### config.mk
export PLATFORM = sky130hd
export DESIGN_NAME = wrs_search
export DESIGN_NICKNAME = d
export VERILOG_FILES = /design/src/wrs_pkg.sv /design/src/wrs_search.sv
export SDC_FILE = /design/constraint.sdc
export NUM_CORES = 1
export LEC_CHECK = 0
export ABC_AREA = 1
export BUFFER_PORTS_ARGS = -buffer_cell sky130_fd_sc_hd__buf_2
export CAP_MARGIN = 20
export CORE_MARGIN = 5
export CORE_UTILIZATION = 50
export DETAILED_ROUTE_END_ITERATION = 7
export GPL_ROUTABILITY_DRIVEN = 0
export GPL_TIMING_DRIVEN = 1
export PLACE_DENSITY = 0.75
export SLEW_MARGIN = 20
export SYNTH_ARGS = -nofsm -noshare
export SYNTH_HDL_FRONTEND = slang
export SYNTH_SLANG_ARGS = --single-unit
### constraint.sdc
create_clock -name clk_i -period 2.7 [get_ports clk_i]
set_input_delay 0.27 -clock clk_i [delete_from_list [all_inputs] [get_ports clk_i]]
set_output_delay 0.27 -clock clk_i [all_outputs]
set_load 0.01 [all_outputs]
### src/wrs_pkg.sv
// Shared types and constants for the weighted random selector.
// No dependencies; every other file of the block imports this package.
`timescale 1ns / 1ps
`default_nettype none

package wrs_pkg;

  // Table geometry.
  localparam int MAX_ENTRIES = 256;
  localparam int WEIGHT_BITS = 16;
  localparam int IdxW        = $clog2(MAX_ENTRIES);
  localparam int CntW        = $clog2(MAX_ENTRIES + 1);
  localparam int SumW        = WEIGHT_BITS + IdxW;

  // Field widths of the channel words.
  localparam int ReqW    = 2;
  localparam int WeightW = 16;
  localparam int RandW   = 32;
  localparam int StatusW = 2;

  // Request codes.
  localparam logic [ReqW-1:0] REQ_CLEAR = 2'd0;
  localparam logic [ReqW-1:0] REQ_ADD   = 2'd1;
  localparam logic [ReqW-1:0] REQ_DRAW  = 2'd2;

  // Status codes.
  localparam logic [StatusW-1:0] STAT_OK    = 2'd0;
  localparam logic [StatusW-1:0] STAT_FULL  = 2'd1;
  localparam logic [StatusW-1:0] STAT_EMPTY = 2'd2;

  // Control broadcast to every cell of the chain.
  typedef struct packed {
    logic            shift;
    logic [SumW-1:0] target;
  } cell_ctrl_t;

endpackage

`default_nettype wire

### src/wrs_search.sv
// Bit-serial search for the edge of the thermometer code formed by the cells.
// Depends on wrs_pkg for widths.
`timescale 1ns / 1ps
`default_nettype none

module wrs_search
  import wrs_pkg::*;
(
  input  wire logic                   clk_i,
  input  wire logic                   rst_ni,
  input  wire logic                   start_i,
  input  wire logic [MAX_ENTRIES-1:0] above_i,
  output logic                        done_o,
  output logic      [CntW-1:0]        ones_o
);

  logic [MAX_ENTRIES-1:0] above_q;
  logic [CntW-1:0]        prefix_q, prefix_d;
  logic [CntW-1:0]        mask_q, mask_d;
  logic                   busy_q, busy_d;
  logic                   done_q, done_d;
  logic [CntW-1:0]        cand;
  logic [CntW-1:0]        cand_m1;
  logic                   in_range;
  logic                   hit;

  // Try to set the current result bit: the candidate holds if the bit just below it is set.
  always_comb begin
    cand     = prefix_q | mask_q;
    cand_m1  = cand - CntW'(1);
    in_range = cand <= CntW'(MAX_ENTRIES);
    hit      = in_range && above_q[cand_m1[IdxW-1:0]];
  end

  // One result bit per cycle, most significant first.
  always_comb begin
    prefix_d = prefix_q;
    mask_d   = mask_q;
    busy_d   = busy_q;
    done_d   = 1'b0;
    if (start_i) begin
      prefix_d = '0;
      mask_d   = CntW'(1) << (CntW - 1);
      busy_d   = 1'b1;
    end else if (busy_q) begin
      if (hit) begin
        prefix_d = cand;
      end
      mask_d = mask_q >> 1;
      if (mask_q[0]) begin
        busy_d = 1'b0;
        done_d = 1'b1;
      end
    end
  end

  always_ff @(posedge clk_i or negedge rst_ni) begin
    if (!rst_ni) begin
      busy_q <= 1'b0;
      done_q <= 1'b0;
    end else begin
      busy_q <= busy_d;
      done_q <= done_d;
    end
  end

  // Snapshot of the compare vector and the search registers.
  always_ff @(posedge clk_i) begin
    if (start_i) begin
      above_q <= above_i;
    end
    prefix_q <= prefix_d;
    mask_q   <= mask_d;
  end

  assign done_o = done_q;
  assign ones_o = prefix_q;

endmodule

`default_nettype wire
==> results.sh <==
export IMPL_power_switching_mw=2.32
export IMPL_netlist_area_sq_um=11200
export IMPL_cts_tree="done"
export IMPL_fin_ws_ns=0.172
export IMPL_max_cap_viol_count=0
export IMPL_critPathMaxFanout=24
export IMPL_rsz0062_at_grt="no"
export IMPL_timing_hold_ws_ns=0.0466
export IMPL_power_frac_comb_pct=10.8
export IMPL_clock_sinks=276
export IMPL_mostFrequentLayoutCells="nand2_1, buf_2, dlygate4sd3_1"
export IMPL_via_per_inst=5.53
export IMPL_port_buffers=268
export IMPL_setup_violations=0
export IMPL_wl_per_cell_um=21.8
export IMPL_cts_clk_slew_worst_paths_ns=0.06
export IMPL_clock_skew_ns=0.0138
export IMPL_internal_power_mw=8.08
export IMPL_initial_core_util_pct=51.2
export IMPL_final_cell_area_sq_um=16500
export IMPL_synth_seq_cells=276
export IMPL_placed_cell_area_sq_um=12900
export IMPL_synthAdderAreaFrac_pct=0.222
export IMPL_max_slew_worst_pin_slew_ns=0.858
export IMPL_critPathArrivalTime_ns=2.91
export IMPL_end_kind="flop"
export IMPL_synth_warnings=0
export IMPL_core_sq_um=22000
export IMPL_fp_dieW_um=160
export IMPL_outcome="finished, final reports clean"
export IMPL_antenna_found_initial=5
export IMPL_cp_startpoint="mask_q[0]"
export IMPL_cts_htree_levels=1
export IMPL_start_kind="flop"
export IMPL_p_seq_share_pct=49.4
export IMPL_ios=269
export IMPL_switching_share_pct=22.3
export IMPL_grt_usage_pct=29.7
export IMPL_hp_class="input pin to async pin"
export IMPL_slew_headroom_pct=42.8
export IMPL_fmax_ghz=0.396
export IMPL_fp_dieArea_sq_um=25600
export IMPL_synth_simple_area_share_pct=22.5
export IMPL_syn_instance_count=950
export IMPL_cts_path_max_buffers=3
export IMPL_synth_area_top_cells="edfxtp_1, nand3_1, nand2_1, dfxtp_1, buf_4"
export IMPL_drv_slew=0
export IMPL_finalNetCount=1736
export IMPL_rows=54
export IMPL_synthMuxAreaShare_pct=0
export IMPL_hpwl_um=21300
export IMPL_clock_power_share_pct=39.7
export IMPL_rrSetupSlack_ns=0.17
export IMPL_cts_buffers=28
export IMPL_cts_root_buf="clkbuf_16"
export IMPL_synth_fp_nets=1211
export IMPL_num_vias=9855
export IMPL_yosysSeqAreaShare_pct=72.0
export IMPL_avgSynthCellArea_sq_um=11.8
export IMPL_dp_slack_ns=0.0904
export IMPL_synth_distinct_cells=31
export IMPL_synth_xor_area_share_pct=0.612
export IMPL_clock_latency_ns=0.54
export IMPL_critPathRequiredTime_ns=3.08
export IMPL_grt_pass1_vias=10400
export IMPL_crit_type="flop to flop"
export IMPL_die_h_um=160
export IMPL_grt_pass1_wl_um=59200
export IMPL_grt_max_degree=105
export IMPL_synth_compound_area_share_pct=0.879
export IMPL_min_period_ns=2.53
export IMPL_areaGrowthSynthToFinish_pct=46.7
export IMPL_synth_top_area_share_pct=68.4
export IMPL_routed_wl_um=38800
export IMPL_timing_final_crit_share_pct=93.6
export IMPL_synth_top_family_by_area="simple AND/OR/NAND/NOR gates"
export IMPL_p_leak_nw=6.83
export IMPL_drive_gt1_share_pct=23.6
export IMPL_vdd_ir_drop_max_uv=523
export IMPL_postRouteAntennaNets=0
export IMPL_p_per_area_nw_per_um2=631
export IMPL_final_common_cell="nand2_1"
export IMPL_grt_ovfl_total=0
export IMPL_drt_iter0_markers=975
export IMPL_fill_cells=1322
export IMPL_r2r_start="mask_q[0]"
export IMPL_drc=0
export IMPL_fin_setup_tns_ns=0
export IMPL_dr_pass1_iters=6
export IMPL_yosysTopAreaCell="edfxtp_1"
export IMPL_hold_violations=0
==> through the flow <==
stage                     total power [mW]  utilization, %  std cells
final                                 10.4            75.2       1782
after detailed placement              6.00            58.8       1468
after global routing                  10.7            75.2       1782
after floorplan                       5.54               -        950
after CTS                             10.3            75.0       1777
after global placement                5.97            58.8       1468
==> synth_stat cells, drive strengths merged <==
master / instances
ha: 2
a21oi: 16
nand2: 290
clkbuf: 3
nand3b: 2
edfxtp: 256
inv: 30
nor3: 1
nand4: 10
dfrtp: 2
o21ai: 3
nand3: 253
buf: 50
nor2: 10
dfxtp: 18
xnor2: 4
==> area by class of cell <==
cell class,count,area (sq um),share of cell area (%)
Timing Repair Buffer,548,4210,25.5
Inverter,30,115,0.698
Clock buffer,33,719,4.36
Multi-Input combinational cell,591,2750,16.6
Antenna cell,5,12.5,0.0758
Clock inverter,19,254,1.54
Tap cell,280,350,2.12
Sequential cell,276,8100,49.1
==> logic make-up after synthesis <==
group	after synthesis
flip-flops	276
XOR/XNOR	4
AND/OR/NAND/NOR	566
buffers and inverters	83
AO/OA/AOI/OAI	19
adder cells (fa/ha/maj)	2
==> final timing paths <==
| check | end | cells after the start |
|---|---|---|
| setup / recovery | ones_o[1] | 13 |
| hold / removal | busy_q | 2 |
| setup reg to reg | ones_o[1] | 13 |
| hold reg to reg | ones_o[3] | 2 |
| max in group asynchronous | done_o | 2 |
| min in group clk_i | above_q[40] | 1 |
==> state kept, by name, summed over array words and instances (netlist names) <==
signal / cells
mask_q: 9
above_q: 256
done_o: 1
busy_q: 1
ones_o: 9
==> power by group through the flow <==
stage	clock, mW	sequential, mW	combinational, mW
floorplan	0	5.19	0.344
global placement	0	5.21	0.755
detailed placement	0	5.22	0.774
CTS	4.12	5.14	1.07
global route	4.34	5.17	1.21
finish	4.13	5.15	1.13
==> timing repair <==
| item | 4_1_cts | 5_1_grt |
|---|---|---|
| buffers inserted | 0 | 0 |
| hold endpoints to repair | 258 | 0 |
| hold buffers | 257 | 0 |
| resized for setup | 0 | 6 |
| setup endpoints to repair | 0 | 9 |
==> metal layers <==
layer	GRT usage (%)	wire length, um	share of wire, %
met2	50.7	19100	49
met3	7.81	4170	11
met4	12.4	1750	4.5
met1	36.1	13800	35
met5	0	0	0
==> critical path, stage by stage, from the launching register on <==
cell,delay (ns)
dfxtp_1,0.37
nor2_4,0.22
ha_2,0.34
inv_2,0.10
buf_6,0.23
nand3_1,0.17
nand3_1,0.17
nand3_1,0.09
nand3_1,0.12
nand3_1,0.10
nand3_1,0.12
nand3b_4,0.15
nand4_1,0.10
a21oi_1,0.07
No activity file was read; power rests on OpenSTA's default activity.
