===== config.mk =====
export PLATFORM = sky130hd
export DESIGN_NAME = wrs_cell
export DESIGN_NICKNAME = d
export VERILOG_FILES = /design/src/wrs_pkg.sv /design/src/wrs_cell.sv
export SDC_FILE = /design/constraint.sdc
export NUM_CORES = 1
export LEC_CHECK = 0
export ABC_AREA = 1
export ABC_CLOCK_PERIOD_IN_PS = 3760
export BUFFER_PORTS_ARGS = -buffer_cell sky130_fd_sc_hd__buf_2
export CAP_MARGIN = 10
export CORE_MARGIN = 5
export CORE_UTILIZATION = 48
export CTS_CLUSTER_DIAMETER = 150
export DETAILED_ROUTE_END_ITERATION = 12
export GPL_TIMING_DRIVEN = 0
export PLACE_DENSITY_LB_ADDON = 0.1
export SLEW_MARGIN = 20
export SYNTH_ARGS = -nofsm -noshare
export SYNTH_HDL_FRONTEND = slang
export SYNTH_SLANG_ARGS = --single-unit

===== constraint.sdc =====
create_clock -name clk_i -period 3.76 [get_ports clk_i]
set_input_delay 0.376 -clock clk_i [delete_from_list [all_inputs] [get_ports clk_i]]
set_output_delay 0.376 -clock clk_i [all_outputs]
set_load 0.005 [all_outputs]

===== src/wrs_pkg.sv =====
// Shared types and constants for the weighted random selector.
// No dependencies; every other file of the block imports this package.
`timescale 1ns / 1ps
`default_nettype none

package wrs_pkg;

  // Table geometry.
  localparam int MAX_ENTRIES = 256;
  localparam int WEIGHT_BITS = 16;
  localparam int IdxW        = $clog2(MAX_ENTRIES);
  localparam int CntW        = $clog2(MAX_ENTRIES + 1);
  localparam int SumW        = WEIGHT_BITS + IdxW;

  // Field widths of the channel words.
  localparam int ReqW    = 2;
  localparam int WeightW = 16;
  localparam int RandW   = 32;
  localparam int StatusW = 2;

  // Request codes.
  localparam logic [ReqW-1:0] REQ_CLEAR = 2'd0;
  localparam logic [ReqW-1:0] REQ_ADD   = 2'd1;
  localparam logic [ReqW-1:0] REQ_DRAW  = 2'd2;

  // Status codes.
  localparam logic [StatusW-1:0] STAT_OK    = 2'd0;
  localparam logic [StatusW-1:0] STAT_FULL  = 2'd1;
  localparam logic [StatusW-1:0] STAT_EMPTY = 2'd2;

  // Control broadcast to every cell of the chain.
  typedef struct packed {
    logic            shift;
    logic [SumW-1:0] target;
  } cell_ctrl_t;

endpackage

`default_nettype wire


===== src/wrs_cell.sv =====
// One cell of the cumulative sum chain: holds one running sum.
// Depends on wrs_pkg for widths and the control struct.
`timescale 1ns / 1ps
`default_nettype none

module wrs_cell
  import wrs_pkg::*;
(
  input  wire logic            clk_i,
  input  wire cell_ctrl_t      ctrl_i,
  input  wire logic [SumW-1:0] prev_sum_i,
  output logic      [SumW-1:0] sum_o,
  output logic                 above_o
);

  logic [SumW-1:0] sum_q;

  // On an add every cell takes its neighbor's sum, so the newest entry sits in cell zero.
  always_ff @(posedge clk_i) begin
    if (ctrl_i.shift) begin
      sum_q <= prev_sum_i;
    end
  end

  // The cell reports whether its sum lies strictly above the draw target.
  assign above_o = sum_q > ctrl_i.target;
  assign sum_o   = sum_q;

endmodule

`default_nettype wire


==> impl_metrics.ini, run 1 <==
[cts]
holdBufCountCts = 0
post_cts_buffers = 0
numCtsBuffers = 3
cts_tree = done
clock_sinks = 24
post_cts_resized = 0
clockBufferDepth = 2
cts.root.buffer_cell = clkbuf_4
h-tree-depth = 1
clk_pin_slew_ns = 0.13

[worst_hold_path]
min_to = sum_o[5]
hp-start = prev_sum_i[5]
whs_path_depth = 1
hold_path_class = in2reg

[sta]
timing_hold_violations_final = 0
layout_setup_ws_ns = 1.586
fin_crit_sh = 0.5783
whs_ns = 0.2292
relSlewSlack = 0.6479
setup_viol = 0
finalSetupTns_ns = 0
drv_slew = 0
rsz0062_at_grt = false
fmax_mhz = 459.9
min_period_ns = 2.174
tightest_slew_ns = 0.5281

[yosys]
yosys_warnings = 0
syn-cell-area_um2 = 1409
synth_seq_cells = 24
synth_fp_nets = 211
ys_types = 15
synth_cells = 137
ys_seq_area_frac = 0.5115
avgSynthCellArea_um2 = 10.28

[floorplan]
die-area_um2 = 4118
rows = 19
core-area_um2 = 2781
start_util = 0.5065
dieHeight_um = 64.18
ios = 75
die_w_um = 64.18

[power]
p_per_area_nw_per_um2 = 313.0
finalPower_mw = 0.5772
irDropWorstVdd_v = 0.0002211
leakagePower_nw = 1.014

[worst_setup_path]
worst_path_most_repeated_cell = nor2_1
cp_max_fo = 2
endpoint_kind = primary output
path_buf_inv = 1
crit_type = reg2out
start_kind = register
crit_chain = ha_1 > nand2_1 > nor2_2 > nand4_1 > a21oi_2 > nor2_1 > nor2_1 > buf_2
cp_slowest_cell = edfxtp_1
cpPeakStageDelay_ns = 0.41
cp-startpoint = sum_o[15]
critPathArrivalTime_ns = 1.80
cp_data_required_time_ns = 3.38
critPathTopFamily = simple AND/OR/NAND/NOR gates

[run]
cap_violations = 0

[cells_and_area]
n_antenna_cell = 0
drive_above_1_share = 0.3953
num-nets-final = 290
fin_util = 0.6631
fill_cells = 228
largest_register_ffs = 24
syn_to_final_growth_pct = 30.91

[global_route]
antenna_found_initial = 0
grt_max_degree = 25
grt_pass1_wl_mm = 5.147
gr-total-overflow = 0
grt_use_total = 0.1538
first_global_vias = 1283

[drt]
first_pass_iters = 4
ant_nets = 0
drcViolationCount = 0
vias_per_cell = 4.650
vias = 1144
drt-initial-drc-count = 21
wirelength_mm = 2.951
wl_per_cell_um = 12.00

[placed_design]
dp_hpwl_mm = 2.503
gp_congestion = 0.7014
io_buffers = 74
pre_cts_slack_ns = 1.833

[run_status]
status = complete, no violations
==> where the power goes <==
group          internal [mW]  switching (mW)  total (mW)  leakage (nW)
Combinational         0.0651          0.0688       0.134         0.764
Sequential             0.318          0.0103       0.329         0.235
Clock                 0.0388          0.0760       0.115        0.0154
==> area by class of cell <==
class / instances / area (um^2) / area share
inverter: 34 / 127.6 / 0.06920
clock buffer: 3 / 22.52 / 0.01221
tap: 31 / 38.79 / 0.02103
multi-input combinational: 79 / 560.5 / 0.3039
timing repair buffer: 74 / 370.4 / 0.2008
sequential: 24 / 720.7 / 0.3908
clock inverter: 1 / 3.754 / 0.002035
==> Yosys cell counts, drive strengths merged <==
cell type | count | area (um^2)
a21o | 2 | 15.01
nand2 | 29 | 113.9
o21ai | 1 | 5.000
edfxtp | 24 | 720.7
nand4 | 2 | 12.51
inv | 34 | 127.6
a21oi | 9 | 52.55
nor3 | 1 | 10.01
nor2 | 11 | 51.30
ha | 24 | 300.3
==> kinds of logic after synthesis <==
group | Yosys count | share of synthesized area
adders and majority gates | 24 | 0.2131
buffers and inverters | 34 | 0.09058
DFF | 24 | 0.5115
AOI/OAI and AO/OA | 12 | 0.05150
and+or+nand+nor | 43 | 0.1332
==> cells in the final DEF, fill, tap and decap left out, types with 2 or more instances in the layout <==
master    count
buf_2        74
inv_1        33
nand2_1      27
ha_1         24
edfxtp_1     24
nor2_1        9
a21oi_1       7
clkbuf_4      3
nand4_1       2
nand2_2       2
a21o_1        2
a21oi_2       2
==> per-layer routing <==
metal  share of wire  wire [um]  track usage
met3           0.086        255      0.03853
met4          0.0044         13      0.04835
met5               0          0            0
met2            0.51       1509       0.2802
met1            0.40       1172       0.1748
==> per-stage QoR <==
step	instances	area [um^2]
6_report	246	1844
3_5_place_dp	242	1818
2_1_floorplan	137	1409
5_1_grt	246	1844
3_3_place_gp	242	1818
4_1_cts	246	1844
==> worst max-delay path by stage <==
stage               cells after the start  slack, ns       to
finish                                  8       1.59  above_o
global route                            8       1.37  above_o
CTS                                     8       1.55  above_o
detailed placement                     10       1.83  above_o
global placement                       10       1.89  above_o
floorplan                               7       2.13  above_o
No activity file was read; power rests on OpenSTA's default activity.
==> inputs of run 2 (changes only) <==
--- a/config.mk
+++ b/config.mk
@@ -6,11 +6,11 @@
 export NUM_CORES = 1
 export LEC_CHECK = 0
 export ABC_AREA = 1
-export ABC_CLOCK_PERIOD_IN_PS = 3760
+export ABC_CLOCK_PERIOD_IN_PS = 2000
 export BUFFER_PORTS_ARGS = -buffer_cell sky130_fd_sc_hd__buf_2
 export CAP_MARGIN = 10
 export CORE_MARGIN = 5
-export CORE_UTILIZATION = 48
+export CORE_UTILIZATION = 40
 export CTS_CLUSTER_DIAMETER = 150
 export DETAILED_ROUTE_END_ITERATION = 12
 export GPL_TIMING_DRIVEN = 0
==> constraint.sdc (replaced) <==
create_clock -name clk_i -period 2 [get_ports clk_i]
set_input_delay 0.2 -clock clk_i [delete_from_list [all_inputs] [get_ports clk_i]]
set_output_delay 0.2 -clock clk_i [all_outputs]
set_load 0.005 [all_outputs]
==> run 2 against run 1 <==
Cell count up 6.5%. Design area is 6.9% higher. Sequential share of layout area down 2.5 points. First-iteration DRC count down 76%. Largest cell class unchanged.
==> impl_metrics.ini, run 2 (synthesis gave the netlist of run 1 again) <==
[worst_setup_path]
cp_max_fo = 2
cp_data_required_time_ns = 1.80
path_buf_inv = 1
critPathArrivalTime_ns = 1.79
cp_slowest_cell = edfxtp_1
crit_chain = ha_4 > nand2_4 > nor2_4 > nand4_1 > a21oi_2 > nor2_1 > nor2_1 > buf_2
crit_type = reg2out
endpoint_kind = primary output
critPathTopFamily = flip-flops
start_kind = register
cpPeakStageDelay_ns = 0.47
worst_path_most_repeated_cell = nor2_1

[cells_and_area]
largest_register_ffs = 24
ff_latch_area_um2 = 720.7
n_antenna_cell = 0
fill_cells = 330
final_common_cell = buf_2
syn_to_final_growth_pct = 39.96
drive_above_1_share = 0.4398
final_cell_mix = 74 x buf_2, 33 x inv_1, 25 x nand2_1, 24 x edfxtp_1, 19 x ha_1
multi_input_area_um2 = 635.6
num-nets-final = 291
design_area_um2 = 1972

[global_route]
antenna_found_initial = 0
gr-total-overflow = 0
grt_use_total = 0.1247
grt_pass1_wl_mm = 4.892
grt_max_degree = 25
first_global_vias = 1169

[power]
p_per_area_nw_per_um2 = 631.2
irDropWorstVdd_v = 0.0003107
finalPower_mw = 1.245
leakagePower_nw = 1.037

[floorplan]
ios = 75
dieHeight_um = 69.35
core-area_um2 = 3363
die_w_um = 69.35
die-area_um2 = 4809
start_util = 0.4189
rows = 21

[placed_design]
io_buffers = 74
dp_hpwl_mm = 2.514
dpl_cell_area_um2 = 1837
gp_congestion = 0.6803

[worst_hold_path]
hold_path_class = in2reg

[sta]
fin_crit_sh = 0.9940
fmax_mhz = 503.0
relSlewSlack = 0.6440
min_period_ns = 1.988
tightest_slew_ns = 0.5340
rsz0062_at_grt = true
drv_slew = 0
timing_hold_violations_final = 0
setup_viol = 0

[drt]
wl_per_cell_um = 11.50
vias = 1144
vias_per_cell = 4.366
drt-initial-drc-count = 5
first_pass_iters = 2
wirelength_mm = 3.014
ant_nets = 0
drcViolationCount = 0

[cts]
cts.root.buffer_cell = clkbuf_4
numCtsBuffers = 3
holdBufCountCts = 0
clock_sinks = 24
clockBufferDepth = 2
cts_tree = done
clk_pin_slew_ns = 0.13
h-tree-depth = 1

[run_status]
status = complete, no violations

[run]
cap_violations = 0
run 2: cell count changes in the layout (fill, tap and decap cells not counted), sizes merged:
cell,change
buf,+1
bufinv,+1
clkinv,-1
run 2: metrics by stage:
step	std cells	worst slack, ns	hold WS, ns	utilization	setup TNS [ns]
6_report	262	0.01194	0.05498	0.5863	0
3_5_place_dp	257	0.3504	0.3782	0.5461	0
3_3_place_gp	257	0.3798	0.3765	0.5461	0
4_1_cts	261	0.005967	0.03979	0.5796	0
2_1_floorplan	137	0.5473	0.2989	-	0
5_1_grt	262	-0.1329	0.01749	0.5863	-0.1329
run 2: what timing repair did:
action	in CTS	in global routing
pin swaps	4	2
resized for setup	7	3
gates cloned	0	0
hold endpoints to repair	0	0
setup buffers	0	1
endpoints found under the setup margin	1	1
run 2: final timing paths:
kind / startpoint / endpoint / slack, ns / cells after the start
worst max-delay path: sum_o[23] / above_o / 0.01 / 8
worst min-delay path: prev_sum_i[8] / sum_o[8] / 0.05 / 1
run 2: report_power, final:
part | internal, mW | leakage (nW) | switching, mW | total (mW)
Sequential | 0.599 | 0.235 | 0.0233 | 0.622
Clock | 0.202 | 0.0279 | 0.144 | 0.346
Combinational | 0.139 | 0.774 | 0.137 | 0.276
run 2: final cells by class:
| type | count | area share |
|---|---|---|
| timing repair buffer | 75 | 0.1916 |
| multi-input combinational | 79 | 0.3223 |
| tap | 46 | 0.02919 |
| clock inverter | 1 | 0.01523 |
| sequential | 24 | 0.3655 |
| inverter | 34 | 0.06472 |
| clock buffer | 3 | 0.01142 |
run 2: routing by layer:
metal	track usage	vias up	wire (um)	share of wire
li1	-	606	-	-
met1	0.1341	491	1227	0.41
met2	0.2288	43	1511	0.50
met3	0.03913	4	239	0.079
met4	0.04121	0	36	0.012
met5	0	-	0	0
==> inputs of run 3 (changes only) <==
--- a/config.mk
+++ b/config.mk
@@ -5,7 +5,6 @@
 export SDC_FILE = /design/constraint.sdc
 export NUM_CORES = 1
 export LEC_CHECK = 0
-export ABC_AREA = 1
 export ABC_CLOCK_PERIOD_IN_PS = 2000
 export BUFFER_PORTS_ARGS = -buffer_cell sky130_fd_sc_hd__buf_2
 export CAP_MARGIN = 10
==> run 3 against run 2 <==
Sequential cell count is the same. The run now ends with negative setup slack left. Sequential power is essentially flat. Routed wire length shrank 7.4%. Sequential share of layout area grew 3.0 points. Cell count shrank 13%. Setup slack lost 0.20 ns. Critical endpoint unchanged. First-iteration DRC count grew to 5.4 times the previous value. Critical path depth shrank 1. Power shrank 14%.
==> impl_metrics.ini, run 3 <==
[cells_and_area]
fill_cells = 312
fin_util = 0.5510
drive_above_1_share = 0.4590
syn_to_final_growth_pct = 35.25
design_area_um2 = 1824
final_cell_mix = 74 x buf_2, 24 x inv_1, 24 x edfxtp_1, 22 x ha_1, 8 x a21oi_1
num-nets-final = 259
final_common_cell = buf_2
layoutNonFillerInstCount = 229
largest_register_ffs = 24
n_antenna_cell = 0

[worst_setup_path]
cp_slowest_cell = edfxtp_1
cp_max_fo = 3
critPathArrivalTime_ns = 1.99
worstSetupPathDepth = 7
crit_chain = ha_1 > a41o_1 > a21oi_1 > nor3_1 > nor4b_2 > a22oi_1 > buf_2
critPathTopFamily = compound AO/OA/AOI/OAI gates
path_buf_inv = 1
crit_type = reg2out
cpPeakStageDelay_ns = 0.41
start_kind = register
cp_data_required_time_ns = 1.80
endpoint_kind = primary output

[sta]
timing_hold_violations_final = 0
setup_viol = 1
min_period_ns = 2.188
tightest_slew_ns = 0.5722
rsz0062_at_grt = true
fin_crit_sh = 1.094
relSlewSlack = 0.6185
whs_ns = 0.05559
layout_setup_ws_ns = -0.1878
drv_slew = 0
fmax_mhz = 457.1
finalSetupTns_ns = -0.1878

[global_route]
antenna_found_initial = 0
grt_pass1_wl_mm = 4.312
grt_max_degree = 25
gr-total-overflow = 0
first_global_vias = 1052
grt_use_total = 0.1234

[yosys]
ys.flop_type = edfxtp_1
synthTopCellsByCount = 24 x edfxtp_1, 24 x ha_1, 24 x inv_1
synth.area.top_cells = edfxtp_1 53%, ha_1 22%, inv_1 6.7%
synth_cells = 106
synth_fp_nets = 180
syn-cell-area_um2 = 1349
synth_largest_area_cell = edfxtp_1
ys_seq_area_frac = 0.5343
ys_types = 22
synth-edff-count = 24
synth_seq_cells = 24
avgSynthCellArea_um2 = 12.72
synth_top_area_share = 0.5343
yosys_warnings = 0
async_reset_ff_frac = 0

[placed_design]
gp_congestion = 0.6166
io_buffers = 74
dpl_cell_area_um2 = 1777
dp_hpwl_mm = 2.311
placed_cells = 226
pre_cts_slack_ns = 0.04742

[cts]
clk_pin_slew_ns = 0.13
post_cts_buffers = 0
holdBufCountCts = 0
clockBufferDepth = 2
numCtsBuffers = 3
clock_sinks = 24
h-tree-depth = 1
cts_tree = done
cts.root.buffer_cell = clkbuf_4

[floorplan]
core-area_um2 = 3311
die_w_um = 68.07
dieHeight_um = 68.07
ios = 75
start_util = 0.4074
die-area_um2 = 4634
rows = 21

[drt]
drcViolationCount = 0
dr_wl_met2_mm = 1.434
vias = 1059
wl_per_cell_um = 12.19
top_layer = met4
ant_nets = 0
wl_met1_mm = 1.101
drt-initial-drc-count = 27
vias_per_cell = 4.624
first_pass_iters = 4
wl_met3_um = 216
wirelength_mm = 2.791

[run_status]
violations = negative setup slack
status = finished with violations

[run]
cap_violations = 0

[worst_hold_path]
hold_path_class = in2reg
whs_path_depth = 1

[power]
finalPower_mw = 1.068
irDropWorstVdd_v = 0.0003489
leakagePower_nw = 0.9489
p_per_area_nw_per_um2 = 585.3
==> run 3: what timing repair did <==
item                       in CTS  in global routing
pin swaps                       3                  2
resized for setup               2                  0
setup endpoints to repair       1                  1
==> run 3: layer usage <==
layer | vias to the layer above | global-route usage
li1 | 540 | -
met1 | 476 | 0.1351
met2 | 39 | 0.2274
met3 | 4 | 0.03120
met4 | 0 | 0.04467
met5 | - | 0
==> run 3: layout make-up <==
type,count,area [um^2],area share
Sequential cell,24,720.7,0.3951
Inverter,24,90.09,0.04938
Clock buffer,3,22.52,0.01235
Timing Repair Buffer,74,370.4,0.2030
Multi-Input combinational cell,58,563.0,0.3086
Tap cell,46,57.56,0.03155
==> run 3: path summary, 6_finish.rpt <==
kind | start | end
worst max-delay path | sum_o[15] | above_o
worst min-delay path | prev_sum_i[4] | sum_o[4]
==> run 3: report_power, final <==
| part | leakage [nW] | switching (mW) | internal, mW | total, mW |
|---|---|---|---|---|
| clock | 0.0138 | 0.139 | 0.0703 | 0.209 |
| sequential | 0.235 | 0.0202 | 0.598 | 0.619 |
| combinational | 0.700 | 0.112 | 0.128 | 0.240 |
| total | 0.949 | 0.271 | 0.797 | 1.07 |
==> run 3: cell families after synthesis <==
| logic type | Yosys count | share of synthesized area |
|---|---|---|
| AO/OA/AOI/OAI | 17 | 0.08720 |
| adder cells (fa/ha/maj) | 24 | 0.2226 |
| buffers and inverters | 24 | 0.06679 |
| flip-flops | 24 | 0.5343 |
| AND/OR/NAND/NOR | 17 | 0.08904 |
